**src/rtl/core/assert_macros.svh**
```systemverilog
// Assertion macros shared by the fusion core RTL.
// Every macro samples on clock and is disabled while reset is high.
`ifndef ASSERT_MACROS_SVH
`define ASSERT_MACROS_SVH

// Condition must never hold.
`define ASSERT_NEVER(lbl, cond) \
   lbl: assert property (@(posedge clock) disable iff (reset) !(cond)) \
      else $error("assertion violated: condition must never hold");

// Antecedent implies consequent in the same cycle.
`define ASSERT_IMPLIES(lbl, ante, cons) \
   lbl: assert property (@(posedge clock) disable iff (reset) (ante) |-> (cons)) \
      else $error("assertion violated: same-cycle implication");

// Antecedent implies consequent in the next cycle.
`define ASSERT_NEXT(lbl, ante, cons) \
   lbl: assert property (@(posedge clock) disable iff (reset) (ante) |=> (cons)) \
      else $error("assertion violated: next-cycle implication");

`endif

```
**src/rtl/core/mvf_pkg.sv**
```systemverilog
// Package for the majority vote margin fusion core.
// Holds sizing constants and the request, response, group and divider types.
package mvf_pkg;

   localparam int MAX_VOTERS  = 16;
   localparam int MARGIN_BITS = 16;
   localparam int COUNT_BITS  = $clog2(MAX_VOTERS + 1);
   localparam int TOTAL_BITS  = COUNT_BITS + 1;
   localparam int SUM_BITS    = MARGIN_BITS + COUNT_BITS;
   localparam int STEP_BITS   = $clog2(SUM_BITS);
   localparam int QUEUE_DEPTH = 2;
   localparam int QPTR_BITS   = (QUEUE_DEPTH > 1) ? $clog2(QUEUE_DEPTH) : 1;
   localparam int QCNT_BITS   = $clog2(QUEUE_DEPTH + 1);

   typedef struct packed {
      logic                          vote_label;
      logic signed [MARGIN_BITS-1:0] margin;
      logic                          last_voter;
   } req_type;

   typedef struct packed {
      logic                          fused_label;
      logic signed [MARGIN_BITS-1:0] fused_margin;
   } rsp_type;

   // Totals of one closed group, handed from front to back
   typedef struct packed {
      logic        [COUNT_BITS-1:0] pos_count;
      logic        [COUNT_BITS-1:0] neg_count;
      logic signed [SUM_BITS-1:0]   pos_sum;
      logic signed [SUM_BITS-1:0]   neg_sum;
   } group_type;

   typedef struct packed {
      logic                       start;
      logic signed [SUM_BITS-1:0] dividend;
      logic [COUNT_BITS-1:0]      divisor;
   } div_req_type;

   typedef struct packed {
      logic                       busy;
      logic                       done;
      logic signed [SUM_BITS-1:0] quotient;
   } div_rsp_type;

endpackage

```
**src/rtl/core/mvf_front.sv**
```systemverilog
// Front end: takes vote requests, holds the mode register and accumulates
// per-side counts and margin sums. Depends on mvf_pkg and assert_macros.svh.
`include "assert_macros.svh"
module mvf_front (
   input  logic                clock,
   input  logic                reset,
   input  logic                csr_write_en,
   input  logic                csr_write_data,
   input  logic                req_valid,
   output logic                req_ready,
   input  mvf_pkg::req_type    req_payload,
   output logic                grp_valid,
   input  logic                grp_ready,
   output mvf_pkg::group_type  grp_data
);
   import mvf_pkg::*;

   logic                       vote_from_sign_ff, vote_from_sign_in;
   logic [COUNT_BITS-1:0]      pos_count_ff, pos_count_in;
   logic [COUNT_BITS-1:0]      neg_count_ff, neg_count_in;
   logic signed [SUM_BITS-1:0] pos_sum_ff, pos_sum_in;
   logic signed [SUM_BITS-1:0] neg_sum_ff, neg_sum_in;

   logic                       accept;
   logic                       vote;
   logic                       room;
   logic [TOTAL_BITS-1:0]      total;
   logic signed [SUM_BITS-1:0] margin_ext;
   group_type                  upd;

   // A closing request needs a queue slot; hold everything while full
   assign req_ready = grp_ready;
   assign accept    = req_valid && req_ready;
   assign grp_valid = accept && req_payload.last_voter;

   // Vote source: label, or sign of the margin in sign mode
   assign vote = vote_from_sign_ff ? ~req_payload.margin[MARGIN_BITS-1]
                                   : req_payload.vote_label;
   assign margin_ext = {{COUNT_BITS{req_payload.margin[MARGIN_BITS-1]}}, req_payload.margin};
   assign total = {1'b0, pos_count_ff} + {1'b0, neg_count_ff};
   assign room  = total < TOTAL_BITS'(MAX_VOTERS);

   // Totals including this request; votes past the limit are dropped
   always_comb begin
      upd.pos_count = pos_count_ff;
      upd.neg_count = neg_count_ff;
      upd.pos_sum   = pos_sum_ff;
      upd.neg_sum   = neg_sum_ff;
      if (room) begin
         if (vote) begin
            upd.pos_count = pos_count_ff + 1'b1;
            upd.pos_sum   = pos_sum_ff + margin_ext;
         end else begin
            upd.neg_count = neg_count_ff + 1'b1;
            upd.neg_sum   = neg_sum_ff + margin_ext;
         end
      end
   end

   assign grp_data = upd;

   // Next state: accumulate, or clear after the closing request
   always_comb begin
      vote_from_sign_in = csr_write_en ? csr_write_data : vote_from_sign_ff;
      pos_count_in = pos_count_ff;
      neg_count_in = neg_count_ff;
      pos_sum_in   = pos_sum_ff;
      neg_sum_in   = neg_sum_ff;
      if (accept) begin
         if (req_payload.last_voter) begin
            pos_count_in = '0;
            neg_count_in = '0;
            pos_sum_in   = '0;
            neg_sum_in   = '0;
         end else begin
            pos_count_in = upd.pos_count;
            neg_count_in = upd.neg_count;
            pos_sum_in   = upd.pos_sum;
            neg_sum_in   = upd.neg_sum;
         end
      end
   end

   always_ff @(posedge clock) begin
      if (reset) begin
         vote_from_sign_ff <= 1'b0;
         pos_count_ff      <= '0;
         neg_count_ff      <= '0;
         pos_sum_ff        <= '0;
         neg_sum_ff        <= '0;
      end else begin
         vote_from_sign_ff <= vote_from_sign_in;
         pos_count_ff      <= pos_count_in;
         neg_count_ff      <= neg_count_in;
         pos_sum_ff        <= pos_sum_in;
         neg_sum_ff        <= neg_sum_in;
      end
   end

   // Vote counts never exceed the voter limit
   `ASSERT_NEVER(a_front_overcount, total > TOTAL_BITS'(MAX_VOTERS))
   // A group is only handed over when the queue has a slot
   `ASSERT_IMPLIES(a_front_push_room, grp_valid, grp_ready)

endmodule

```
**src/rtl/core/mvf_queue.sv**
```systemverilog
// Short queue of closed group totals between front and back.
// Depends on mvf_pkg and assert_macros.svh.
`include "assert_macros.svh"
module mvf_queue (
   input  logic                clock,
   input  logic                reset,
   input  logic                push_valid,
   output logic                push_ready,
   input  mvf_pkg::group_type  push_data,
   output logic                pop_valid,
   input  logic                pop_ready,
   output mvf_pkg::group_type  pop_data
);
   import mvf_pkg::*;

   group_type              entry_ff [QUEUE_DEPTH];
   logic [QPTR_BITS-1:0]   wr_ptr_ff, wr_ptr_in;
   logic [QPTR_BITS-1:0]   rd_ptr_ff, rd_ptr_in;
   logic [QCNT_BITS-1:0]   count_ff, count_in;
   logic                   push, pop;

   assign push_ready = count_ff < QCNT_BITS'(QUEUE_DEPTH);
   assign pop_valid  = count_ff != '0;
   assign push       = push_valid && push_ready;
   assign pop        = pop_valid && pop_ready;
   assign pop_data   = entry_ff[rd_ptr_ff];

   // Pointer and fill count update with wrap at the depth
   always_comb begin
      wr_ptr_in = wr_ptr_ff;
      rd_ptr_in = rd_ptr_ff;
      count_in  = count_ff;
      if (push) begin
         wr_ptr_in = (wr_ptr_ff == QPTR_BITS'(QUEUE_DEPTH - 1)) ? '0 : wr_ptr_ff + 1'b1;
      end
      if (pop) begin
         rd_ptr_in = (rd_ptr_ff == QPTR_BITS'(QUEUE_DEPTH - 1)) ? '0 : rd_ptr_ff + 1'b1;
      end
      if (push && !pop) begin
         count_in = count_ff + 1'b1;
      end else if (pop && !push) begin
         count_in = count_ff - 1'b1;
      end
   end

   always_ff @(posedge clock) begin
      if (reset) begin
         wr_ptr_ff <= '0;
         rd_ptr_ff <= '0;
         count_ff  <= '0;
      end else begin
         wr_ptr_ff <= wr_ptr_in;
         rd_ptr_ff <= rd_ptr_in;
         count_ff  <= count_in;
      end
   end

   // Entry storage, no reset
   always_ff @(posedge clock) begin
      if (push) begin
         entry_ff[wr_ptr_ff] <= push_data;
      end
   end

   `ASSERT_NEVER(a_queue_overfill, count_ff > QCNT_BITS'(QUEUE_DEPTH))
   // Pointers agree with the fill count when the queue is empty or full
   `ASSERT_IMPLIES(a_queue_ptr_sync, count_ff == '0 || count_ff == QCNT_BITS'(QUEUE_DEPTH),
                   wr_ptr_ff == rd_ptr_ff)

endmodule

```
**src/rtl/core/mvf_div.sv**
```systemverilog
// Radix-2 restoring divider: signed sum by unsigned count, quotient
// truncated toward zero, zero count gives zero. Depends on mvf_pkg and assert_macros.svh.
`include "assert_macros.svh"
module mvf_div (
   input  logic                  clock,
   input  logic                  reset,
   input  mvf_pkg::div_req_type  div_req,
   output mvf_pkg::div_rsp_type  div_rsp
);
   import mvf_pkg::*;

   logic                   busy_ff, busy_in;
   logic                   done_ff, done_in;
   logic [STEP_BITS-1:0]   step_ff, step_in;
   logic [SUM_BITS-1:0]    quo_ff, quo_in;
   logic [COUNT_BITS-1:0]  rem_ff, rem_in;
   logic [COUNT_BITS-1:0]  den_ff, den_in;
   logic                   neg_ff, neg_in;
   logic                   zero_ff, zero_in;

   logic [COUNT_BITS:0]    shifted;
   logic [COUNT_BITS:0]    diff;
   logic                   fits;
   logic [SUM_BITS-1:0]    dividend_mag;

   assign dividend_mag = div_req.dividend[SUM_BITS-1] ? SUM_BITS'(-div_req.dividend)
                                                      : SUM_BITS'(div_req.dividend);

   // One quotient bit per cycle
   assign shifted = {rem_ff, quo_ff[SUM_BITS-1]};
   assign diff    = shifted - {1'b0, den_ff};
   assign fits    = shifted >= {1'b0, den_ff};

   always_comb begin
      busy_in = busy_ff;
      done_in = 1'b0;
      step_in = step_ff;
      quo_in  = quo_ff;
      rem_in  = rem_ff;
      den_in  = den_ff;
      neg_in  = neg_ff;
      zero_in = zero_ff;
      if (div_req.start) begin
         busy_in = 1'b1;
         step_in = STEP_BITS'(SUM_BITS - 1);
         quo_in  = dividend_mag;
         rem_in  = '0;
         den_in  = div_req.divisor;
         neg_in  = div_req.dividend[SUM_BITS-1];
         zero_in = div_req.divisor == '0;
      end else if (busy_ff) begin
         rem_in = fits ? diff[COUNT_BITS-1:0] : shifted[COUNT_BITS-1:0];
         quo_in = {quo_ff[SUM_BITS-2:0], fits};
         if (step_ff == '0) begin
            busy_in = 1'b0;
            done_in = 1'b1;
         end else begin
            step_in = step_ff - 1'b1;
         end
      end
   end

   always_ff @(posedge clock) begin
      if (reset) begin
         busy_ff <= 1'b0;
         done_ff <= 1'b0;
      end else begin
         busy_ff <= busy_in;
         done_ff <= done_in;
      end
   end

   // Datapath registers, no reset
   always_ff @(posedge clock) begin
      step_ff <= step_in;
      quo_ff  <= quo_in;
      rem_ff  <= rem_in;
      den_ff  <= den_in;
      neg_ff  <= neg_in;
      zero_ff <= zero_in;
   end

   // Restore the sign; empty side reads as zero
   always_comb begin
      div_rsp.busy = busy_ff;
      div_rsp.done = done_ff;
      if (zero_ff) begin
         div_rsp.quotient = '0;
      end else if (neg_ff) begin
         div_rsp.quotient = -$signed(quo_ff);
      end else begin
         div_rsp.quotient = $signed(quo_ff);
      end
   end

   `ASSERT_NEVER(a_div_restart, div_req.start && busy_ff)
   `ASSERT_NEXT(a_div_done_pulse, done_ff, !done_ff)

endmodule

```
**src/rtl/core/mvf_back.sv**
```systemverilog
// Back end: takes closed groups, computes both side means on the shared
// divider, picks the winner and holds the response. Depends on mvf_pkg and assert_macros.svh.
`include "assert_macros.svh"
module mvf_back (
   input  logic                  clock,
   input  logic                  reset,
   input  logic                  grp_valid,
   output logic                  grp_ready,
   input  mvf_pkg::group_type    grp_data,
   output mvf_pkg::div_req_type  div_req,
   input  mvf_pkg::div_rsp_type  div_rsp,
   output logic                  rsp_valid,
   input  logic                  rsp_ready,
   output mvf_pkg::rsp_type      rsp_payload
);
   import mvf_pkg::*;

   localparam logic [1:0] S_IDLE = 2'd0;
   localparam logic [1:0] S_POS  = 2'd1;
   localparam logic [1:0] S_NEG  = 2'd2;
   localparam logic [1:0] S_OUT  = 2'd3;

   logic [1:0]                    state_ff, state_in;
   group_type                     group_ff, group_in;
   logic signed [MARGIN_BITS-1:0] pos_mean_ff, pos_mean_in;
   logic signed [MARGIN_BITS-1:0] neg_mean_ff, neg_mean_in;
   logic                          rsp_valid_ff, rsp_valid_in;
   rsp_type                       rsp_ff, rsp_in;

   logic                          pop;
   logic                          load;
   logic signed [MARGIN_BITS:0]   pos_ext, neg_mag;
   rsp_type                       decide;

   assign grp_ready = state_ff == S_IDLE;
   assign pop       = grp_valid && grp_ready;
   assign load      = (state_ff == S_OUT) && (!rsp_valid_ff || rsp_ready);

   // Positive mean starts on pop, negative mean when the first finishes
   always_comb begin
      div_req.start    = pop || (state_ff == S_POS && div_rsp.done);
      div_req.dividend = (state_ff == S_IDLE) ? grp_data.pos_sum : group_ff.neg_sum;
      div_req.divisor  = (state_ff == S_IDLE) ? grp_data.pos_count : group_ff.neg_count;
   end

   // Majority by count; on a tie, positive wins only if its mean exceeds |negative mean|
   assign pos_ext = {pos_mean_ff[MARGIN_BITS-1], pos_mean_ff};
   assign neg_mag = neg_mean_ff[MARGIN_BITS-1] ? -{neg_mean_ff[MARGIN_BITS-1], neg_mean_ff}
                                               :  {neg_mean_ff[MARGIN_BITS-1], neg_mean_ff};
   always_comb begin
      if (group_ff.pos_count < group_ff.neg_count) begin
         decide.fused_label  = 1'b0;
         decide.fused_margin = neg_mean_ff;
      end else if (group_ff.pos_count > group_ff.neg_count) begin
         decide.fused_label  = 1'b1;
         decide.fused_margin = pos_mean_ff;
      end else if (pos_ext > neg_mag) begin
         decide.fused_label  = 1'b1;
         decide.fused_margin = pos_mean_ff;
      end else begin
         decide.fused_label  = 1'b0;
         decide.fused_margin = neg_mean_ff;
      end
   end

   // Sequencer
   always_comb begin
      state_in    = state_ff;
      group_in    = group_ff;
      pos_mean_in = pos_mean_ff;
      neg_mean_in = neg_mean_ff;
      case (state_ff)
         S_IDLE: begin
            if (pop) begin
               group_in = grp_data;
               state_in = S_POS;
            end
         end
         S_POS: begin
            if (div_rsp.done) begin
               pos_mean_in = div_rsp.quotient[MARGIN_BITS-1:0];
               state_in    = S_NEG;
            end
         end
         S_NEG: begin
            if (div_rsp.done) begin
               neg_mean_in = div_rsp.quotient[MARGIN_BITS-1:0];
               state_in    = S_OUT;
            end
         end
         S_OUT: begin
            if (load) begin
               state_in = S_IDLE;
            end
         end
         default: begin
            state_in = S_IDLE;
         end
      endcase
   end

   // Response register
   always_comb begin
      rsp_valid_in = rsp_valid_ff;
      rsp_in       = rsp_ff;
      if (load) begin
         rsp_valid_in = 1'b1;
         rsp_in       = decide;
      end else if (rsp_ready) begin
         rsp_valid_in = 1'b0;
      end
   end

   always_ff @(posedge clock) begin
      if (reset) begin
         state_ff     <= S_IDLE;
         rsp_valid_ff <= 1'b0;
      end else begin
         state_ff     <= state_in;
         rsp_valid_ff <= rsp_valid_in;
      end
   end

   always_ff @(posedge clock) begin
      group_ff    <= group_in;
      pos_mean_ff <= pos_mean_in;
      neg_mean_ff <= neg_mean_in;
      rsp_ff      <= rsp_in;
   end

   assign rsp_valid   = rsp_valid_ff;
   assign rsp_payload = rsp_ff;

   // Divider results arrive only while a mean is pending
   `ASSERT_IMPLIES(a_back_done_state, div_rsp.done, state_ff == S_POS || state_ff == S_NEG)
   // The divider is idle whenever the sequencer is not computing a mean
   `ASSERT_IMPLIES(a_back_div_idle, state_ff == S_IDLE || state_ff == S_OUT, !div_rsp.busy)

endmodule

```
**src/rtl/core/majority_vote_margin_fusion_core.sv**
```systemverilog
// Top level of the majority vote margin fusion core.
// Depends on mvf_pkg, mvf_front, mvf_queue, mvf_div and mvf_back.
//
//   Channel   Ports                               Direction   Moves
//   req       req_valid/req_ready/req_payload     in          one vote per request
//   rsp       rsp_valid/rsp_ready/rsp_payload     out         one fused result per group
//   csr       csr_write_en/csr_write_data         in          vote_from_sign mode bit
//
// The front accepts one request per cycle while the group queue has room.
// In the back, each closed group runs the shared one-bit-per-cycle divider for
// both means in turn; the back takes the next group only after loading a response.
// The queue holds two closed groups, so the front keeps taking votes while
// the back divides and while a finished response waits on rsp_ready.
// Reset is synchronous and clears counts, sums, the queue and the mode bit.
module majority_vote_margin_fusion_core (
   input  logic              clock,
   input  logic              reset,
   input  logic              csr_write_en,
   input  logic              csr_write_data,
   input  logic              req_valid,
   output logic              req_ready,
   input  mvf_pkg::req_type  req_payload,
   output logic              rsp_valid,
   input  logic              rsp_ready,
   output mvf_pkg::rsp_type  rsp_payload
);
   import mvf_pkg::*;

   logic         push_valid, push_ready;
   group_type    push_data;
   logic         pop_valid, pop_ready;
   group_type    pop_data;
   div_req_type  div_req;
   div_rsp_type  div_rsp;

   // Accumulate votes
   mvf_front u_front (
      .clock          (clock),
      .reset          (reset),
      .csr_write_en   (csr_write_en),
      .csr_write_data (csr_write_data),
      .req_valid      (req_valid),
      .req_ready      (req_ready),
      .req_payload    (req_payload),
      .grp_valid      (push_valid),
      .grp_ready      (push_ready),
      .grp_data       (push_data)
   );

   // Group totals queue
   mvf_queue u_queue (
      .clock      (clock),
      .reset      (reset),
      .push_valid (push_valid),
      .push_ready (push_ready),
      .push_data  (push_data),
      .pop_valid  (pop_valid),
      .pop_ready  (pop_ready),
      .pop_data   (pop_data)
   );

   // Shared mean divider
   mvf_div u_div (
      .clock   (clock),
      .reset   (reset),
      .div_req (div_req),
      .div_rsp (div_rsp)
   );

   // Resolve and respond
   mvf_back u_back (
      .clock       (clock),
      .reset       (reset),
      .grp_valid   (pop_valid),
      .grp_ready   (pop_ready),
      .grp_data    (pop_data),
      .div_req     (div_req),
      .div_rsp     (div_rsp),
      .rsp_valid   (rsp_valid),
      .rsp_ready   (rsp_ready),
      .rsp_payload (rsp_payload)
   );

endmodule
```
**config.mk**
```make
export PLATFORM = sky130hd
export DESIGN_NAME = majority_vote_margin_fusion_core
export DESIGN_NICKNAME = d
export VERILOG_FILES = /design/src/rtl/core/mvf_pkg.sv /design/src/rtl/core/mvf_front.sv /design/src/rtl/core/mvf_queue.sv /design/src/rtl/core/mvf_div.sv /design/src/rtl/core/mvf_back.sv /design/src/rtl/core/majority_vote_margin_fusion_core.sv
export VERILOG_INCLUDE_DIRS = /design/src /design/src/rtl/core
export SDC_FILE = /design/constraint.sdc
export NUM_CORES = 1
export LEC_CHECK = 0
export ABC_AREA = 1
export ABC_CLOCK_PERIOD_IN_PS = 4500
export BUFFER_PORTS_ARGS = -buffer_cell sky130_fd_sc_hd__buf_4
export CORE_MARGIN = 2
export CORE_UTILIZATION = 60
export DETAILED_ROUTE_END_ITERATION = 7
export PLACE_DENSITY = 0.77
export SLEW_MARGIN = 20
export SYNTH_ARGS = -nofsm -noshare
export SYNTH_HDL_FRONTEND = slang
export SYNTH_SLANG_ARGS = --single-unit
```
**constraint.sdc**
```tcl
create_clock -name clock -period 4.5 [get_ports clock]
set_input_delay 0.45 -clock clock [delete_from_list [all_inputs] [get_ports clock]]
set_output_delay 0.45 -clock clock [all_outputs]
set_load 0.02 [all_outputs]
```
==> run summary <==
Outcome: complete, no violations
Hold crit path type: input pin to flop
Synthesis-to-finish area growth: 9.51%
Post-Syn Instances: 1969
Via density: 5.47
Reg2Reg Depth: 19
Root Buffer: clkbuf_16
Net switching power: 0.00398 W
Gate power share: 0.376
Final number of hold-violating endpoints: 0
Worst EP arrival: 4.22 ns
Fin Clk Skew: 0.0205 ns
RSZ-0062 raised after global routing: false
DR top layer: met4
Grt total ovfl: 0
Via count: 13.0k
Setup Fix Bufs, Post-CTS: 0
Worst R2R End: u_back.rsp_payload[13]$_DFFE_PP_
R2R setup slack: 0.71 ns
Fill count: 2256
Routed len/inst: 15.9 um
# DRC: 0
CTS Buf Count: 30
Die H: 169 um
Clk Latency, worst-skew pair: 0.56 ns
Pint: 0.00627 W
Syn Nets: 2079
Post-synth EDFFs: 212
Final setup viols: 0
Initial antenna violation count: 0
Initial core utilization: 0.609
Syn_area_per_cell: 8.34 um2
Core ar.: 27000 um2
Vias in the first global route: 12.4k
Gpl congestion: 0.934
Cells on Worst Hold Path: 3
Total Routing Usage GR: 0.265
Site Rows: 60
Max clock buf depth: 3
Max Cap Viol: 0
CTS tree: built
Final Power: 0.0102 W
Async set-reset flop share out of synthesis: 0
Layout cells sized above 1: 0.102
Dpl hpwl: 27200 um
Netlist cell types: 56
CTS sink count: 285
Met3 wire length: 1520 um
Crit share post-route: 0.841
Clock Pin Slew Worst Setup and Hold Paths: 0.07 ns
Hold Startpoint: csr_write_data
Chip Width: 169 um
Largest net degree at the start of global routing: 64
Cell Area, Synth: 16400 um2
Final wirelength: 37600 um
FF-to-FF Start: u_back.neg_mean_ff[0]$_DFFE_PP_
Setup TNS: 0 ns
Clock share of power: 0.241
CP Launch Type: flop
DRT iter0 DRCs: 950
Slew Viols, Final: 0
VDD IR max: 0.339 mV
Relative max-transition margin: 0.406
PwrDens: 570 nW/um2
Layout net count: 2111
Crit Path Max Fanout: 17
Sequential power share: 0.383
DRT met1 WL: 16100 um
DR pass1 iterations: 5
H-Tree Depth: 1
Slew @ Worst Pin: 0.889 ns
IO buf count: 42
Leakage power: 7.94 nW
CTS Hold Bufs: 0
Maximum clock frequency: 264 MHz
CP endpoint kind: flop
Yosys warnings: 0
Final ANT Viol Nets: 0
CP startpoint: u_back.neg_mean_ff[0]$_DFFE_PP_
Worst EP required: 4.93 ns
Diode count: 0
# resized after CTS: 0
Crit path time final: 3.79 ns
Total die area: 28700 um2
Hold Path End: u_front.vote_from_sign_ff$_SDFFE_PP0P_
Main synth FF type: edfxtp_1
Sw Share: 0.388
#FFs+latches synth: 285
First-pass GRT wire length: 61200 um
Met2 WL: 19100 um
Crit Path Class: flop to flop
Sequential area share after synthesis: 0.477
Io pins: 43
-- per-layer routing --
layer | vias up | track usage
met5 | - | 0
met4 | 0 | 0.0710
met3 | 69 | 0.0266
met2 | 278 | 0.482
met1 | 6037 | 0.338
li1 | 6568 | -
-- final cells by class --
cell class / instances / area [um2] / area share
inverters: 221 / 832 / 0.0463
well taps: 341 / 427 / 0.0237
clock buffers: 37 / 818 / 0.0455
multi-input cells: 1407 / 7490 / 0.417
clock inverters: 19 / 166 / 0.00925
repair buffers: 56 / 420 / 0.0234
flip-flops and latches: 285 / 7830 / 0.435
-- stage by stage --
stage | cell area (um2) | utilization | setup WS (ns) | hold slack [ns] | cells
2_1_floorplan | 16400 | - | 1.18 | 0.431 | 1969
3_3_place_gp | 17000 | 0.631 | 0.852 | 0.439 | 2310
3_5_place_dp | 17000 | 0.631 | 0.765 | 0.469 | 2310
4_1_cts | 18000 | 0.667 | 0.742 | 0.129 | 2366
5_1_grt | 18000 | 0.667 | 0.314 | 0.127 | 2366
6_report | 18000 | 0.667 | 0.715 | 0.144 | 2366
-- power by group through the flow --
| stage | Sequential [W] | Combinational [W] | Clock [W] |
|---|---|---|---|
| 3_3_place_gp | 0.00396 | 0.00369 | 0 |
| 2_1_floorplan | 0.00387 | 0.00299 | 0 |
| 6_report | 0.00393 | 0.00385 | 0.00247 |
| 4_1_cts | 0.00393 | 0.00384 | 0.00250 |
| 3_5_place_dp | 0.00398 | 0.00382 | 0 |
| 5_1_grt | 0.00397 | 0.00433 | 0.00260 |
-- layout by cell type, fill, tap and decap left out, types with 56 or more instances in the layout --
cell type | Yosys | routed
ha_1 | 83 | 82
inv_1 | 212 | 212
edfxtp_1 | 212 | 212
a21oi_1 | 116 | 116
buf_4 | 5 | 56
nand3_1 | 128 | 128
nand2_1 | 632 | 631
o21ai_0 | 60 | 60
nor2_1 | 104 | 101
dfxtp_1 | 73 | 72
-- synthesized netlist by cell type, drive strengths merged, types with 14 or more instances --
cell	number	area [um2]
edfxtp	212	6370
inv	219	825
a21oi	123	642
nand4	19	119
buf	28	201
o21ai	90	518
clkbuf	28	105
nand3	134	701
nor3	23	120
or2	40	250
nor2	114	487
ha	83	1040
nand3b	14	105
xnor2	30	263
dfxtp	73	1460
nand2	647	2470
xor2	23	201
-- worst max-delay path: stages (launching register included) --
cell,delay [ns]
edfxtp_1,0.44
inv_1,0.09
ha_1,0.14
inv_1,0.05
nor3_1,0.20
nand3b_1,0.15
o31ai_2,0.32
nand2_1,0.14
a21oi_1,0.17
xor2_1,0.17
ha_1,0.28
a21oi_1,0.17
o21ai_0,0.09
a21oi_1,0.18
nand3_1,0.11
nand2_1,0.08
nand3_2,0.29
nand2_2,0.38
nand2_1,0.11
nand2_1,0.08
-- logic make-up (layout without fill, tap and decap cells) --
group           Yosys count  count (layout)  share of synthesized area
simple gates           1012            1012                      0.267
fa+ha+maj                86              86                     0.0669
buf+inv                 277             333                     0.0693
flops                   285             285                      0.477
other cells               1               1                   0.000228
compound gates          255             255                     0.0914
xor+xnor                 53              53                     0.0283
-- sequential cells by signal, indices dropped and copies added, names as in the netlist, named ones only --
name,count
u_back.group_ff,31
u_back.neg_mean_ff,16
u_back.pos_mean_ff,16
u_back.rsp_payload,17
u_back.rsp_valid,1
u_back.state_ff,2
u_div.busy_ff,1
u_div.den_ff,5
u_div.done_ff,1
u_div.neg_ff,1
u_div.quo_ff,21
u_div.rem_ff,5
u_div.step_ff,5
u_div.zero_ff,1
u_front.neg_count_ff,5
u_front.neg_sum_ff,21
u_front.pos_count_ff,5
u_front.pos_sum_ff,21
u_front.vote_from_sign_ff,1
u_queue.count_ff,2
u_queue.entry_ff,104
u_queue.rd_ptr_ff,1
u_queue.wr_ptr_ff,1
-- worst max path at each step --
stage | endpoint | slack, ns
CTS | u_back.rsp_payload[13]$_DFFE_PP_ | 0.74
global placement | u_back.rsp_payload[16]$_SDFFCE_PP0P_ | 0.85
detailed placement | u_back.rsp_payload[16]$_SDFFCE_PP0P_ | 0.77
floorplan | u_queue.entry_ff[1][0]$_DFFE_PP_ | 1.18
global route | u_back.rsp_payload[13]$_DFFE_PP_ | 0.31
finish | u_back.rsp_payload[13]$_DFFE_PP_ | 0.71
(Power assumes the default switching activity.)
